$ cat src/hdl/tls_sni_pkg.sv
// Shared types and constants for the TLS ClientHello SNI extractor.
// No dependencies.
package tls_sni_pkg;
  localparam int MaxPeekSize = 16384;
  localparam int NameDepth = 256;

  localparam logic [1:0] REQ_BYTE = 2'd0;
  localparam logic [1:0] REQ_EOD = 2'd1;
  localparam logic [1:0] REQ_READ = 2'd2;
  localparam logic [1:0] REQ_RESTART = 2'd3;

  localparam logic [2:0] ST_SNI = 3'd0;
  localparam logic [2:0] ST_NOSNI = 3'd1;
  localparam logic [2:0] ST_MALF = 3'd2;
  localparam logic [2:0] ST_INCOMPLETE = 3'd3;
  localparam logic [2:0] ST_TOOBIG = 3'd4;
  localparam logic [2:0] ST_READ = 3'd5;
  localparam logic [2:0] ST_NONE = 3'd7;

  localparam logic [0:0] CFG_HOST_CAP = 1'd0;
  localparam logic [0:0] CFG_SCRATCH_CAP = 1'd1;

  typedef struct packed {
    logic [1:0] req_type;
    logic [7:0] data_byte;
    logic [7:0] name_index;
  } in_item_t;

  typedef struct packed {
    logic [2:0]  status;
    logic [14:0] bytes_needed;
    logic [7:0]  hostname_length;
    logic [7:0]  name_byte;
  } out_item_t;

  // name store write request
  typedef struct packed {
    logic       we;
    logic [7:0] addr;
    logic [7:0] data;
  } store_wr_t;
endpackage

$ cat src/hdl/tls_sni_if.sv
// Valid/ready stream interface carrying one payload word.
// No package dependency; the payload type is a parameter.
interface tls_sni_if #(parameter type payload_t = logic) (input logic clk);
  logic     valid;
  logic     ready;
  payload_t data;
  modport source (output valid, output data, input ready);
  modport sink (input valid, input data, output ready);
endinterface

$ cat src/hdl/tls_sni_store.sv
// Host name store: 256 x 8 synchronous RAM, one write and one registered read port.
// Depends on tls_sni_pkg.
module tls_sni_store #(
  parameter int NAME_DEPTH = tls_sni_pkg::NameDepth
) (
  input  logic                    clk,
  input  tls_sni_pkg::store_wr_t  wr,
  input  logic [7:0]              rd_addr,
  output logic [7:0]              rd_data
);
  import tls_sni_pkg::*;
  localparam int AW = (NAME_DEPTH > 1) ? $clog2(NAME_DEPTH) : 1;
  logic [7:0] mem [NAME_DEPTH];
  logic [AW-1:0] wa, ra;
  assign wa = AW'(wr.addr);
  assign ra = AW'(rd_addr);

  always_ff @(posedge clk) begin
    if (wr.we && (32'(wr.addr) < NAME_DEPTH)) mem[wa] <= wr.data;
    rd_data <= mem[ra];
  end
endmodule

$ cat src/hdl/tls_sni_parser.sv
// Byte-serial record and ClientHello parser; produces at most one result per request.
// Depends on tls_sni_pkg; drives the name store write port.
module tls_sni_parser #(
  parameter int MAX_PEEK_SIZE = tls_sni_pkg::MaxPeekSize
) (
  input  logic                   clk,
  input  logic                   rst,
  input  logic                   go,
  input  tls_sni_pkg::in_item_t  item,
  input  logic [8:0]             host_cap,
  input  logic [14:0]            scratch_cap,
  output logic                   res_valid,
  output tls_sni_pkg::out_item_t res,
  output tls_sni_pkg::store_wr_t wr
);
  import tls_sni_pkg::*;

  localparam logic [4:0] B_FIX = 5'd0, B_SID = 5'd1, B_CSH = 5'd2, B_CSL = 5'd3,
    B_CS = 5'd4, B_CMLEN = 5'd5, B_CM = 5'd6, B_EXH = 5'd7, B_EXL = 5'd8,
    B_ETH = 5'd9, B_ETL = 5'd10, B_ELH = 5'd11, B_ELL = 5'd12, B_SKIP = 5'd13,
    B_LLH = 5'd14, B_LLL = 5'd15, B_NT = 5'd16, B_NLH = 5'd17, B_NLL = 5'd18,
    B_NAME = 5'd19, B_END = 5'd20;
  localparam logic [2:0] PH_PAYLOAD = 3'd5, PH_DONE = 3'd6;

  logic [2:0]  phase, phase_next;
  logic [16:0] offset, offset_next;
  logic [15:0] rec_rem, rec_rem_next;
  logic [15:0] hs_cnt, hs_cnt_next;
  logic [24:0] exp_hs, exp_hs_next;
  logic [15:0] r0, r0_next, r1, r1_next, r2, r2_next;
  logic [7:0]  lab_len, lab_len_next, prev_c, prev_c_next;
  logic        f_sni, f_bad, f_over, f_hdr;
  logic        f_sni_next, f_bad_next, f_over_next, f_hdr_next;
  logic [2:0]  pend, pend_next;
  logic [4:0]  step, step_next;
  logic [7:0]  hs_kind, hs_kind_next;
  logic [8:0]  fill, fill_next;
  logic        known, known_next;
  logic        rv_next;
  out_item_t   res_next;

  logic [7:0]  b;
  logic [26:0] e, q;
  logic [26:0] v;
  logic [31:0] tmp;

  assign b = item.data_byte;
  assign e = 27'(exp_hs);

  function automatic logic host_char(input logic [7:0] c);
    return (c >= "0" && c <= "9") || (c >= "A" && c <= "Z") ||
           (c >= "a" && c <= "z") || c == "-";
  endfunction

  always_comb begin
    phase_next = phase; offset_next = offset; rec_rem_next = rec_rem;
    hs_cnt_next = hs_cnt; exp_hs_next = exp_hs; r0_next = r0; r1_next = r1;
    r2_next = r2; lab_len_next = lab_len; prev_c_next = prev_c;
    f_sni_next = f_sni; f_bad_next = f_bad; f_over_next = f_over; f_hdr_next = f_hdr;
    pend_next = pend; step_next = step; hs_kind_next = hs_kind; fill_next = fill;
    known_next = known;
    rv_next = 1'b0;
    res_next = '0;
    wr = '0;
    q = 27'(hs_cnt) + 27'd1;
    v = '0;
    tmp = '0;

    if (go) begin
      unique case (item.req_type)
        REQ_RESTART: begin
          phase_next = '0; offset_next = '0; rec_rem_next = '0; hs_cnt_next = '0;
          exp_hs_next = '0; r0_next = '0; r1_next = '0; r2_next = '0;
          lab_len_next = '0; prev_c_next = '0; f_sni_next = 1'b0; f_bad_next = 1'b0;
          f_over_next = 1'b0; f_hdr_next = 1'b0; pend_next = ST_NONE; step_next = B_FIX;
          hs_kind_next = '0; fill_next = '0; known_next = 1'b0;
        end
        REQ_READ: begin
          rv_next = 1'b1;
          res_next.status = ST_READ;
          res_next.hostname_length = (pend == ST_SNI) ? fill[7:0] : 8'd0;
        end
        REQ_EOD: begin
          rv_next = 1'b1;
          if (phase == PH_DONE) begin
            res_next.status = pend;
            res_next.hostname_length = (pend == ST_SNI) ? fill[7:0] : 8'd0;
          end else if (scratch_cap < 15'd4 || host_cap == 9'd0) begin
            res_next.status = ST_MALF; pend_next = ST_MALF; phase_next = PH_DONE;
          end else if (phase < PH_PAYLOAD) begin
            tmp = 32'(offset) - 32'(phase) + 32'd5;
            if (tmp > 32'(MAX_PEEK_SIZE)) begin
              res_next.status = ST_TOOBIG; pend_next = ST_TOOBIG; phase_next = PH_DONE;
            end else begin
              res_next.status = ST_INCOMPLETE; res_next.bytes_needed = tmp[14:0];
            end
          end else begin
            tmp = 32'(offset) + 32'(rec_rem);
            res_next.status = ST_INCOMPLETE; res_next.bytes_needed = tmp[14:0];
          end
        end
        default: begin
          if (phase == PH_DONE) begin
          end else if (scratch_cap < 15'd4 || host_cap == 9'd0) begin
            rv_next = 1'b1; res_next.status = ST_MALF;
            pend_next = ST_MALF; phase_next = PH_DONE;
          end else begin
            offset_next = offset + 17'd1;
            if (phase < PH_PAYLOAD) begin
              phase_next = phase + 3'd1;
              case (phase)
                3'd0: begin
                  f_over_next = 1'b0;
                  f_hdr_next = (b != 8'd22);
                end
                3'd1: if (b != 8'd3) f_hdr_next = 1'b1;
                3'd3: rec_rem_next = {b, 8'd0};
                3'd4: begin
                  tmp = 32'({rec_rem[15:8], b});
                  if (f_hdr || tmp == 0) begin
                    rv_next = 1'b1; res_next.status = ST_MALF;
                    pend_next = ST_MALF; phase_next = PH_DONE;
                  end else if (32'(offset_next) + tmp > 32'(MAX_PEEK_SIZE)) begin
                    rv_next = 1'b1; res_next.status = ST_TOOBIG;
                    pend_next = ST_TOOBIG; phase_next = PH_DONE;
                  end else begin
                    if (32'(hs_cnt) + tmp > 32'(scratch_cap)) f_over_next = 1'b1;
                    rec_rem_next = tmp[15:0];
                  end
                end
                default: ;
              endcase
            end else begin
              if (!f_over) begin
                hs_cnt_next = hs_cnt + 16'd1;
                if (hs_cnt == 16'd0) hs_kind_next = b;
                else if (hs_cnt == 16'd1) exp_hs_next = 25'(b);
                else if (hs_cnt == 16'd2) exp_hs_next = {exp_hs[16:0], b};
                else if (hs_cnt == 16'd3) begin
                  exp_hs_next = {exp_hs[16:0], b} + 25'd4;
                  if ({exp_hs[16:0], b} + 25'd4 < 25'd39) f_bad_next = 1'b1;
                end else if (27'(hs_cnt) < e && !f_bad) begin
                  case (step)
                    B_FIX: if (hs_cnt == 16'd38) begin
                      if (b > 8'd32 || 27'd41 + 27'(b) > e) f_bad_next = 1'b1;
                      else if (b == 8'd0) step_next = B_CSH;
                      else begin r0_next = 16'(b); step_next = B_SID; end
                    end
                    B_SID: begin
                      r0_next = r0 - 16'd1;
                      if (r0 == 16'd1) step_next = B_CSH;
                    end
                    B_CSH: begin r0_next = {b, 8'd0}; step_next = B_CSL; end
                    B_CSL: begin
                      v = 27'({r0[15:8], b});
                      if (v == 0 || v[0] || q + v + 27'd1 > e) f_bad_next = 1'b1;
                      else begin r0_next = v[15:0]; step_next = B_CS; end
                    end
                    B_CS: begin
                      r0_next = r0 - 16'd1;
                      if (r0 == 16'd1) step_next = B_CMLEN;
                    end
                    B_CMLEN: begin
                      if (b == 8'd0 || q + 27'(b) > e) f_bad_next = 1'b1;
                      else begin r0_next = 16'(b); step_next = B_CM; end
                    end
                    B_CM: begin
                      r0_next = r0 - 16'd1;
                      if (r0 == 16'd1) begin
                        if (q == e) step_next = B_END;
                        else if (q + 27'd1 == e) f_bad_next = 1'b1;
                        else step_next = B_EXH;
                      end
                    end
                    B_EXH: begin r0_next = {b, 8'd0}; step_next = B_EXL; end
                    B_EXL: begin
                      v = 27'({r0[15:8], b});
                      if (q + v != e) f_bad_next = 1'b1;
                      else if (q == e) step_next = B_END;
                      else if (q + 27'd4 > e) f_bad_next = 1'b1;
                      else step_next = B_ETH;
                    end
                    B_ETH: begin r0_next = {b, 8'd0}; step_next = B_ETL; end
                    B_ETL: begin r0_next = {r0[15:8], b}; step_next = B_ELH; end
                    B_ELH: begin r1_next = {b, 8'd0}; step_next = B_ELL; end
                    B_ELL: begin
                      v = 27'({r1[15:8], b});
                      if (q + v > e) f_bad_next = 1'b1;
                      else if (r0 == 16'd0) begin
                        if (f_sni || v < 27'd5) f_bad_next = 1'b1;
                        else begin
                          f_sni_next = 1'b1; r1_next = v[15:0]; step_next = B_LLH;
                        end
                      end else if (v == 0) begin
                        if (q == e) step_next = B_END;
                        else if (q + 27'd4 > e) f_bad_next = 1'b1;
                        else step_next = B_ETH;
                      end else begin r0_next = v[15:0]; step_next = B_SKIP; end
                    end
                    B_SKIP: begin
                      r0_next = r0 - 16'd1;
                      if (r0 == 16'd1) begin
                        if (q == e) step_next = B_END;
                        else if (q + 27'd4 > e) f_bad_next = 1'b1;
                        else step_next = B_ETH;
                      end
                    end
                    B_LLH: begin r0_next = {b, 8'd0}; step_next = B_LLL; end
                    B_LLL: begin
                      v = 27'({r0[15:8], b});
                      if (v + 27'd2 != 27'(r1)) f_bad_next = 1'b1;
                      else begin r1_next = v[15:0]; step_next = B_NT; end
                    end
                    B_NT: if (b != 8'd0) f_bad_next = 1'b1; else step_next = B_NLH;
                    B_NLH: begin r2_next = {b, 8'd0}; step_next = B_NLL; end
                    B_NLL: begin
                      v = 27'({r2[15:8], b});
                      if (v == 0 || v + 27'd3 > 27'(r1) || v > 27'd253 ||
                          v + 27'd1 > 27'(host_cap)) f_bad_next = 1'b1;
                      else begin
                        r2_next = v[15:0]; fill_next = '0; lab_len_next = '0;
                        prev_c_next = '0; step_next = B_NAME;
                      end
                    end
                    B_NAME: begin
                      if (b == ".") begin
                        if (lab_len == 0 || lab_len > 8'd63 || prev_c == "-") f_bad_next = 1'b1;
                        lab_len_next = '0;
                      end else if (!host_char(b) || (lab_len == 0 && b == "-")) begin
                        f_bad_next = 1'b1;
                      end else if (lab_len < 8'd255) lab_len_next = lab_len + 8'd1;
                      wr.we = 1'b1; wr.addr = fill[7:0]; wr.data = b;
                      fill_next = fill + 9'd1;
                      prev_c_next = b;
                      if (!f_bad_next && 16'(fill_next) == r2) begin
                        if (lab_len_next == 0 || lab_len_next > 8'd63 || b == "-")
                          f_bad_next = 1'b1;
                        else if (r2 + 16'd3 != r1) f_bad_next = 1'b1;
                        else if (q == e) step_next = B_END;
                        else if (q + 27'd4 > e) f_bad_next = 1'b1;
                        else step_next = B_ETH;
                      end
                    end
                    default: f_bad_next = 1'b1;
                  endcase
                end
              end
              rec_rem_next = rec_rem - 16'd1;
              if (rec_rem == 16'd1) begin
                phase_next = '0;
                if (f_over) begin
                  rv_next = 1'b1; res_next.status = ST_TOOBIG;
                end else begin
                  if (!known && hs_cnt_next >= 16'd4) begin
                    if (hs_kind_next != 8'd1) begin
                      rv_next = 1'b1; res_next.status = ST_MALF;
                    end else if (exp_hs_next > 25'(scratch_cap) ||
                                 exp_hs_next > 25'(MAX_PEEK_SIZE)) begin
                      rv_next = 1'b1; res_next.status = ST_TOOBIG;
                    end else known_next = 1'b1;
                  end
                  if (!rv_next && known_next && 25'(hs_cnt_next) >= exp_hs_next) begin
                    rv_next = 1'b1;
                    if (f_bad_next || step_next != B_END) res_next.status = ST_MALF;
                    else if (f_sni_next) begin
                      res_next.status = ST_SNI;
                      res_next.hostname_length = fill_next[7:0];
                    end else res_next.status = ST_NOSNI;
                  end
                end
                if (rv_next) begin
                  pend_next = res_next.status; phase_next = PH_DONE;
                end
              end
            end
          end
        end
      endcase
    end
  end

  always_ff @(posedge clk) begin
    if (rst) begin
      phase <= '0; offset <= '0; rec_rem <= '0; hs_cnt <= '0; exp_hs <= '0;
      r0 <= '0; r1 <= '0; r2 <= '0; lab_len <= '0; prev_c <= '0;
      f_sni <= 1'b0; f_bad <= 1'b0; f_over <= 1'b0; f_hdr <= 1'b0;
      pend <= ST_NONE; step <= B_FIX; hs_kind <= '0; fill <= '0; known <= 1'b0;
      res_valid <= 1'b0;
    end else begin
      phase <= phase_next; offset <= offset_next; rec_rem <= rec_rem_next;
      hs_cnt <= hs_cnt_next; exp_hs <= exp_hs_next; r0 <= r0_next; r1 <= r1_next;
      r2 <= r2_next; lab_len <= lab_len_next; prev_c <= prev_c_next;
      f_sni <= f_sni_next; f_bad <= f_bad_next; f_over <= f_over_next; f_hdr <= f_hdr_next;
      pend <= pend_next; step <= step_next; hs_kind <= hs_kind_next; fill <= fill_next;
      known <= known_next; res_valid <= rv_next;
    end
    res <= res_next;
  end
endmodule

$ cat src/hdl/tls_client_hello_sni_extractor_unit.sv
// TLS ClientHello SNI extractor: top level.
// Uses tls_sni_pkg, tls_sni_if, tls_sni_parser and tls_sni_store.
//
// Requests arrive on in_ch (req_type, data_byte, name_index); results leave
// on out_ch. Stream bytes advance the record/handshake parser; a result is
// produced for record errors, for the record completing the handshake, for
// end-of-data and for every host name read. Restart clears parse state.
// Configuration: cfg_we/cfg_index/cfg_data, index 0 host name capacity,
// index 1 scratch capacity; write only while idle.
// Throughput: one request per cycle while in_ch.ready is high. A result passes
// the parser register, the name RAM read register and then the result queue
// before it is offered on out_ch.
// A four-entry queue holds results while out_ch is stalled; in_ch.ready
// drops while four results are in flight, so nothing is lost.
// Reset (rst, synchronous) returns capacities to 256 and 16384 and the
// parser to its first header byte; the name RAM is not cleared, only
// entries below the stored length are ever returned.
module tls_client_hello_sni_extractor_unit #(
  parameter int MAX_PEEK_SIZE = tls_sni_pkg::MaxPeekSize,
  parameter int NAME_DEPTH = tls_sni_pkg::NameDepth
) (
  input  logic        clk,
  input  logic        rst,
  tls_sni_if.sink     in_ch,
  tls_sni_if.source   out_ch,
  input  logic        cfg_we,
  input  logic [0:0]  cfg_index,
  input  logic [14:0] cfg_data
);
  import tls_sni_pkg::*;

  logic [8:0]  host_cap;
  logic [14:0] scratch_cap;
  logic        go;
  in_item_t    it;
  logic        p_valid;
  out_item_t   p_res;
  store_wr_t   wr;
  logic [7:0]  rd_data;
  logic [7:0]  idx_q;
  logic        s2_valid;
  out_item_t   s2;
  out_item_t   q_mem [4];
  logic [2:0]  q_cnt;
  logic [1:0]  q_wp, q_rp;
  logic [2:0]  inflight;

  assign it = in_ch.data;
  // slots reserved: queue plus two pipeline stages
  assign inflight = q_cnt + 3'(p_valid) + 3'(s2_valid);
  assign in_ch.ready = (inflight < 3'd4);
  assign go = in_ch.valid && in_ch.ready;

  always_ff @(posedge clk) begin
    if (rst) begin
      host_cap <= 9'd256; scratch_cap <= 15'd16384;
    end else if (cfg_we) begin
      if (cfg_index == CFG_HOST_CAP) host_cap <= cfg_data[8:0];
      else if (cfg_index == CFG_SCRATCH_CAP) scratch_cap <= cfg_data;
    end
  end

  tls_sni_parser #(.MAX_PEEK_SIZE(MAX_PEEK_SIZE)) u_parser (
    .clk, .rst, .go, .item(it), .host_cap, .scratch_cap,
    .res_valid(p_valid), .res(p_res), .wr
  );

  always_ff @(posedge clk) if (go) idx_q <= it.name_index;

  tls_sni_store #(.NAME_DEPTH(NAME_DEPTH)) u_store (
    .clk, .wr, .rd_addr(idx_q), .rd_data
  );

  logic [7:0] idx_s2;
  always_ff @(posedge clk) begin
    if (rst) s2_valid <= 1'b0;
    else s2_valid <= p_valid;
    s2 <= p_res;
    idx_s2 <= idx_q;
  end

  out_item_t s2_full;
  always_comb begin
    s2_full = s2;
    if (s2.status == ST_READ && idx_s2 < s2.hostname_length) s2_full.name_byte = rd_data;
  end

  logic push, pop;
  assign pop = out_ch.valid && out_ch.ready;
  assign push = s2_valid;
  assign out_ch.valid = q_cnt != 3'd0;
  assign out_ch.data = q_mem[q_rp];

  always_ff @(posedge clk) begin
    if (rst) begin
      q_cnt <= '0; q_wp <= '0; q_rp <= '0;
    end else begin
      if (push) q_wp <= q_wp + 2'd1;
      if (pop) q_rp <= q_rp + 2'd1;
      q_cnt <= q_cnt + 3'(push) - 3'(pop);
    end
    if (push) q_mem[q_wp] <= s2_full;
  end
endmodule

$ cat src/flat_wrapper.sv
// flat-port wrapper written by rule: the top's interface ports become plain ports
module tls_client_hello_sni_extractor_unit_flat import tls_sni_pkg::*;
#(
  parameter int MAX_PEEK_SIZE = tls_sni_pkg::MaxPeekSize,
  parameter int NAME_DEPTH = tls_sni_pkg::NameDepth
)
  (clk, rst, cfg_we, cfg_index, cfg_data, in_ch_valid, in_ch_data, in_ch_ready, out_ch_valid, out_ch_data, out_ch_ready);
  tls_sni_if #(.payload_t(in_item_t)) in_ch_i (.clk(clk));
  tls_sni_if #(.payload_t(out_item_t)) out_ch_i (.clk(clk));
  input  logic clk;
  input  logic rst;
  input  logic cfg_we;
  input  logic [0:0] cfg_index;
  input  logic [14:0] cfg_data;
  input wire logic [$bits(in_ch_i.valid)-1:0] in_ch_valid;
  input wire logic [$bits(in_ch_i.data)-1:0] in_ch_data;
  output wire logic [$bits(in_ch_i.ready)-1:0] in_ch_ready;
  output wire logic [$bits(out_ch_i.valid)-1:0] out_ch_valid;
  output wire logic [$bits(out_ch_i.data)-1:0] out_ch_data;
  input wire logic [$bits(out_ch_i.ready)-1:0] out_ch_ready;
  assign in_ch_i.valid = in_ch_valid;
  assign in_ch_i.data = in_ch_data;
  assign in_ch_ready = in_ch_i.ready;
  assign out_ch_valid = out_ch_i.valid;
  assign out_ch_data = out_ch_i.data;
  assign out_ch_i.ready = out_ch_ready;
  tls_client_hello_sni_extractor_unit #(.MAX_PEEK_SIZE(MAX_PEEK_SIZE), .NAME_DEPTH(NAME_DEPTH)) u_core (.clk(clk), .rst(rst), .in_ch(in_ch_i), .out_ch(out_ch_i), .cfg_we(cfg_we), .cfg_index(cfg_index), .cfg_data(cfg_data));
endmodule
$ cat config.mk
export PLATFORM = sky130hd
export DESIGN_NAME = tls_client_hello_sni_extractor_unit_flat
export DESIGN_NICKNAME = d
export VERILOG_FILES = /design/src/hdl/tls_sni_pkg.sv /design/src/hdl/tls_sni_if.sv /design/src/hdl/tls_sni_store.sv /design/src/hdl/tls_sni_parser.sv /design/src/hdl/tls_client_hello_sni_extractor_unit.sv /design/src/flat_wrapper.sv
export SDC_FILE = /design/constraint.sdc
export NUM_CORES = 2
export LEC_CHECK = 0
export BUFFER_PORTS_ARGS = -buffer_cell sky130_fd_sc_hd__clkbuf_2
export CORE_ASPECT_RATIO = 1.75
export CORE_MARGIN = 4
export CORE_UTILIZATION = 45
export DETAILED_ROUTE_END_ITERATION = 16
export PLACE_DENSITY = 0.6
export SYNTH_ARGS = -nofsm -noshare
export SYNTH_HDL_FRONTEND = slang
export SYNTH_SLANG_ARGS = --single-unit
$ cat constraint.sdc
create_clock -name clk -period 22.6 [get_ports clk]
set_clock_uncertainty 0.1 [all_clocks]
set_input_delay 2.26 -clock clk [delete_from_list [all_inputs] [get_ports clk]]
set_output_delay 2.26 -clock clk [all_outputs]
set_load 0.02 [all_outputs]
==> flow_metrics.env <==
export IMPL_synthFlopType="edfxtp_1"
export IMPL_slowest_stage="a21boi_0"
export IMPL_cts_sinks=2466
export IMPL_drive_gt1_frac=0.184
export IMPL_critPathMaxStageDelay_ns=0.75
export IMPL_dpl_hpwl_mm=227
export IMPL_syn_inst=7219
export IMPL_rr_startpoint="u_core.u_parser.hs_cnt[1]"
export IMPL_drt_total_wl_mm=330
export IMPL_cts_max_path_buffers=4
export IMPL_critPathRequiredTime_ns=23.27
export IMPL_area_growth_pct=10.2
export IMPL_fmax_mhz=98.4
export IMPL_layout_nets=7573
export IMPL_yosys_warnings=0
export IMPL_cts_tree="built"
export IMPL_ir_drop_mv=0.0844
export IMPL_fill_cells=20400
export IMPL_worstSetupPathType="input pin to flip-flop"
export IMPL_die_y_microns=668
export IMPL_synth_distinct_cells=106
export IMPL_route_detailed_drc=0
export IMPL_end_kind="flip-flop"
export IMPL_max_cap_viol_count=0
export IMPL_port_buffers=74
export IMPL_min_period_ns=10.16
export IMPL_cp_top_family="compound AO/OA/AOI/OAI gates"
export IMPL_htreeDepth=4
export IMPL_dieArea_sq_mm=0.257
export IMPL_place_ws_ns=11.62
export IMPL_synthTopCellsByArea="edfxtp_1 (59%), mux4_2 (14%), dfxtp_1 (4.9%)"
export IMPL_ys_ff_latch=2466
export IMPL_wl_per_cell_microns=30.8
export IMPL_rsz0062_at_grt="false"
export IMPL_fin_area_sq_mm=0.123
export IMPL_yosysTopAreaCell="edfxtp_1"
export IMPL_cts_made_buffers=223
export IMPL_critPathLaunch="in_ch_data[8]"
export IMPL_report_final_slew_viol_count=0
export IMPL_ctsHoldBuffers=0
export IMPL_initial_utilization=0.453
export IMPL_post_synth_cell_area_avg_sq_um=15.5
export IMPL_ys_seq_area_frac=0.637
export IMPL_outcome="complete, no violations"
export IMPL_synth_edff_count=2192
export IMPL_p_leak_nw=34.1
export IMPL_viasPerCell=6.15
export IMPL_hold_slack_ns=0.223
export IMPL_finalCritPeriodShare=0.450
export IMPL_cts_resized=0
export IMPL_final_hold_viol_count=0
export IMPL_dr_pass1_iters=6
export IMPL_worst_path_buf_inv=4
export IMPL_postCtsSetupBuffers=0
export IMPL_reg2reg_depth=28
export IMPL_slew_headroom=0.0578
export IMPL_place_area_sq_mm=0.116
export IMPL_grt_max_degree=220
export IMPL_cp_depth=29
export IMPL_worstMarginPinSlew_ns=1.40
export IMPL_stdcell_count=10700
export IMPL_grt_pass1_wl_mm=477
export IMPL_p_per_area_mw_per_mm2=78.2
export IMPL_seq_area_sq_mm=0.0713
export IMPL_pin_count=75
export IMPL_multi_input_area_sq_mm=0.0383
export IMPL_drt_iter0_markers=5894
export IMPL_path_clk_slew_ns=0.07
export IMPL_grt_pass1_vias=67700
export IMPL_core_sq_mm=0.247
export IMPL_setup_tns_ns=0
export IMPL_post_route_worst_setup_slack_ns=12.44
export IMPL_antenna_found_initial=6
export IMPL_hold_path_depth=0
export IMPL_crit_fanout=23
export IMPL_synth_cell_area_sq_mm=0.112
export IMPL_min_path_type="flip-flop to flip-flop"
export IMPL_num_rows=241
export IMPL_dieWidth_microns=385
export IMPL_overflow=0
export IMPL_num_vias=65800
export IMPL_min_from="u_core.u_parser.res[25]"
export IMPL_arrival_ns=10.84
export IMPL_insertion_delay_ns=0.91
export IMPL_synthArstFlopShare=0
export IMPL_setup_viol=0
export IMPL_root_buffer="clkbuf_16"
export IMPL_grt_usage=0.256
export IMPL_globalplace_congestion=0.947
export IMPL_yosys_area_top_type_share=0.588
export IMPL_dp_cells=10300
export IMPL_cp_start_kind="input pin"
export IMPL_antenna_left=0
[per-layer routing]
| metal | track usage | share of wire | vias up | wire (microns) |
|---|---|---|---|---|
| met4 | 0.156 | 0.074 | 0 | 24300 |
| met1 | 0.276 | 0.34 | 34000 | 111000 |
| met2 | 0.473 | 0.54 | 2333 | 179000 |
| li1 | - | - | 28600 | - |
| met3 | 0.0312 | 0.048 | 855 | 15700 |
| met5 | 0 | 0 | - | 0 |
[synthesized netlist by cell type, types with 11 or more instances]
master and count:
o41ai_1 11, or4_1 32, nor2b_1 37, nand3_1 142, and2_1 43, a21oi_1 306, o21ai_0 160, nand4_1 81
nor3_1 124, a21boi_0 14, buf_1 83, nor3b_1 19, nor4_1 74, o21bai_1 15, mux4_2 714, nand2b_1 42
a311oi_1 11, xnor2_1 192, o2111ai_1 16, xnor3_1 11, a211o_1 12, mux2i_1 37, or2_2 23, and3_1 46
ha_1 287, inv_1 186, a22oi_1 83, a221oi_1 11, o21a_1 29, and4_1 18, a31oi_1 43, nand2_1 348
o31ai_1 16, edfxtp_1 2192, dfxtp_1 274, xor2_1 84, buf_2 12, clkbuf_1 334, or3_1 49, a21o_1 42
a211oi_1 44, o22ai_1 13, nand3b_1 14, nor2_1 668, o211ai_1 31
[layout by cell type, fill, tap and decap left out, types with 38 or more instances in the layout]
cell       instances
a31oi_1           43
mux4_2           714
clkbuf_16        227
or3_1             49
nand3_1          142
and3_1            46
xor2_1            84
edfxtp_1        2192
nand4_1           81
dfxtp_1          272
buf_4            153
clkinv_2          38
xnor2_1          192
a211oi_1          43
clkbuf_2          73
a22oi_1           83
nand2b_1          42
clkbuf_1          40
nor3_1           124
nor4_1            71
inv_1            188
o21ai_0          157
nor2_1           660
nand2_1          348
ha_1             286
a21oi_1          304
a21o_1            42
[layout make-up]
cell class | count | area share
diodes | 3 | 0.0000609
clock buffers | 273 | 0.0480
clock inverters | 133 | 0.0106
inverters | 189 | 0.00576
multi-input cells | 4131 | 0.311
flip-flops and latches | 2466 | 0.579
well taps | 3280 | 0.0333
repair buffers | 230 | 0.0129
[logic make-up after synthesis]
| logic type | count (synthesis) | share of synthesized area |
|---|---|---|
| buffers and inverters | 624 | 0.0214 |
| DFF | 2466 | 0.637 |
| adders and majority gates | 294 | 0.0333 |
| xor gates and xnor gates | 287 | 0.0238 |
| other | 1 | 0.0000335 |
| AOI/OAI and AO/OA | 986 | 0.0582 |
| muxes | 754 | 0.147 |
| and+or+nand+nor | 1807 | 0.0784 |
[worst paths after layout]
path	to	slack (ns)
min	u_core.s2[25]	0.22
max	u_core.u_parser.pend[1]	12.44
max reg2reg	u_core.u_parser.pend[1]	12.76
min reg2reg	u_core.s2[25]	0.22
[state kept, by name, summed over array words and instances (netlist names), 17 cells and up, named ones only]
name / flops
u_core.q_mem: 136
u_core.s2: 26
u_core.u_parser.exp_hs: 25
u_core.u_parser.offset: 17
u_core.u_parser.res: 26
u_core.u_store.mem: 2048
[power breakdown]
part | internal [W] | switching [W]
Sequential | 0.00491 | 0.0000334
Combinational | 0.000335 | 0.000558
Clock | 0.00210 | 0.00171
[stage by stage]
stage                util  total power [W]
detailed placement  0.470          0.00594
global placement    0.470          0.00594
CTS                 0.499          0.00973
finish              0.499          0.00964
floorplan               -          0.00567
global route        0.499          0.00997
No activity file was read; power rests on OpenSTA's default activity.
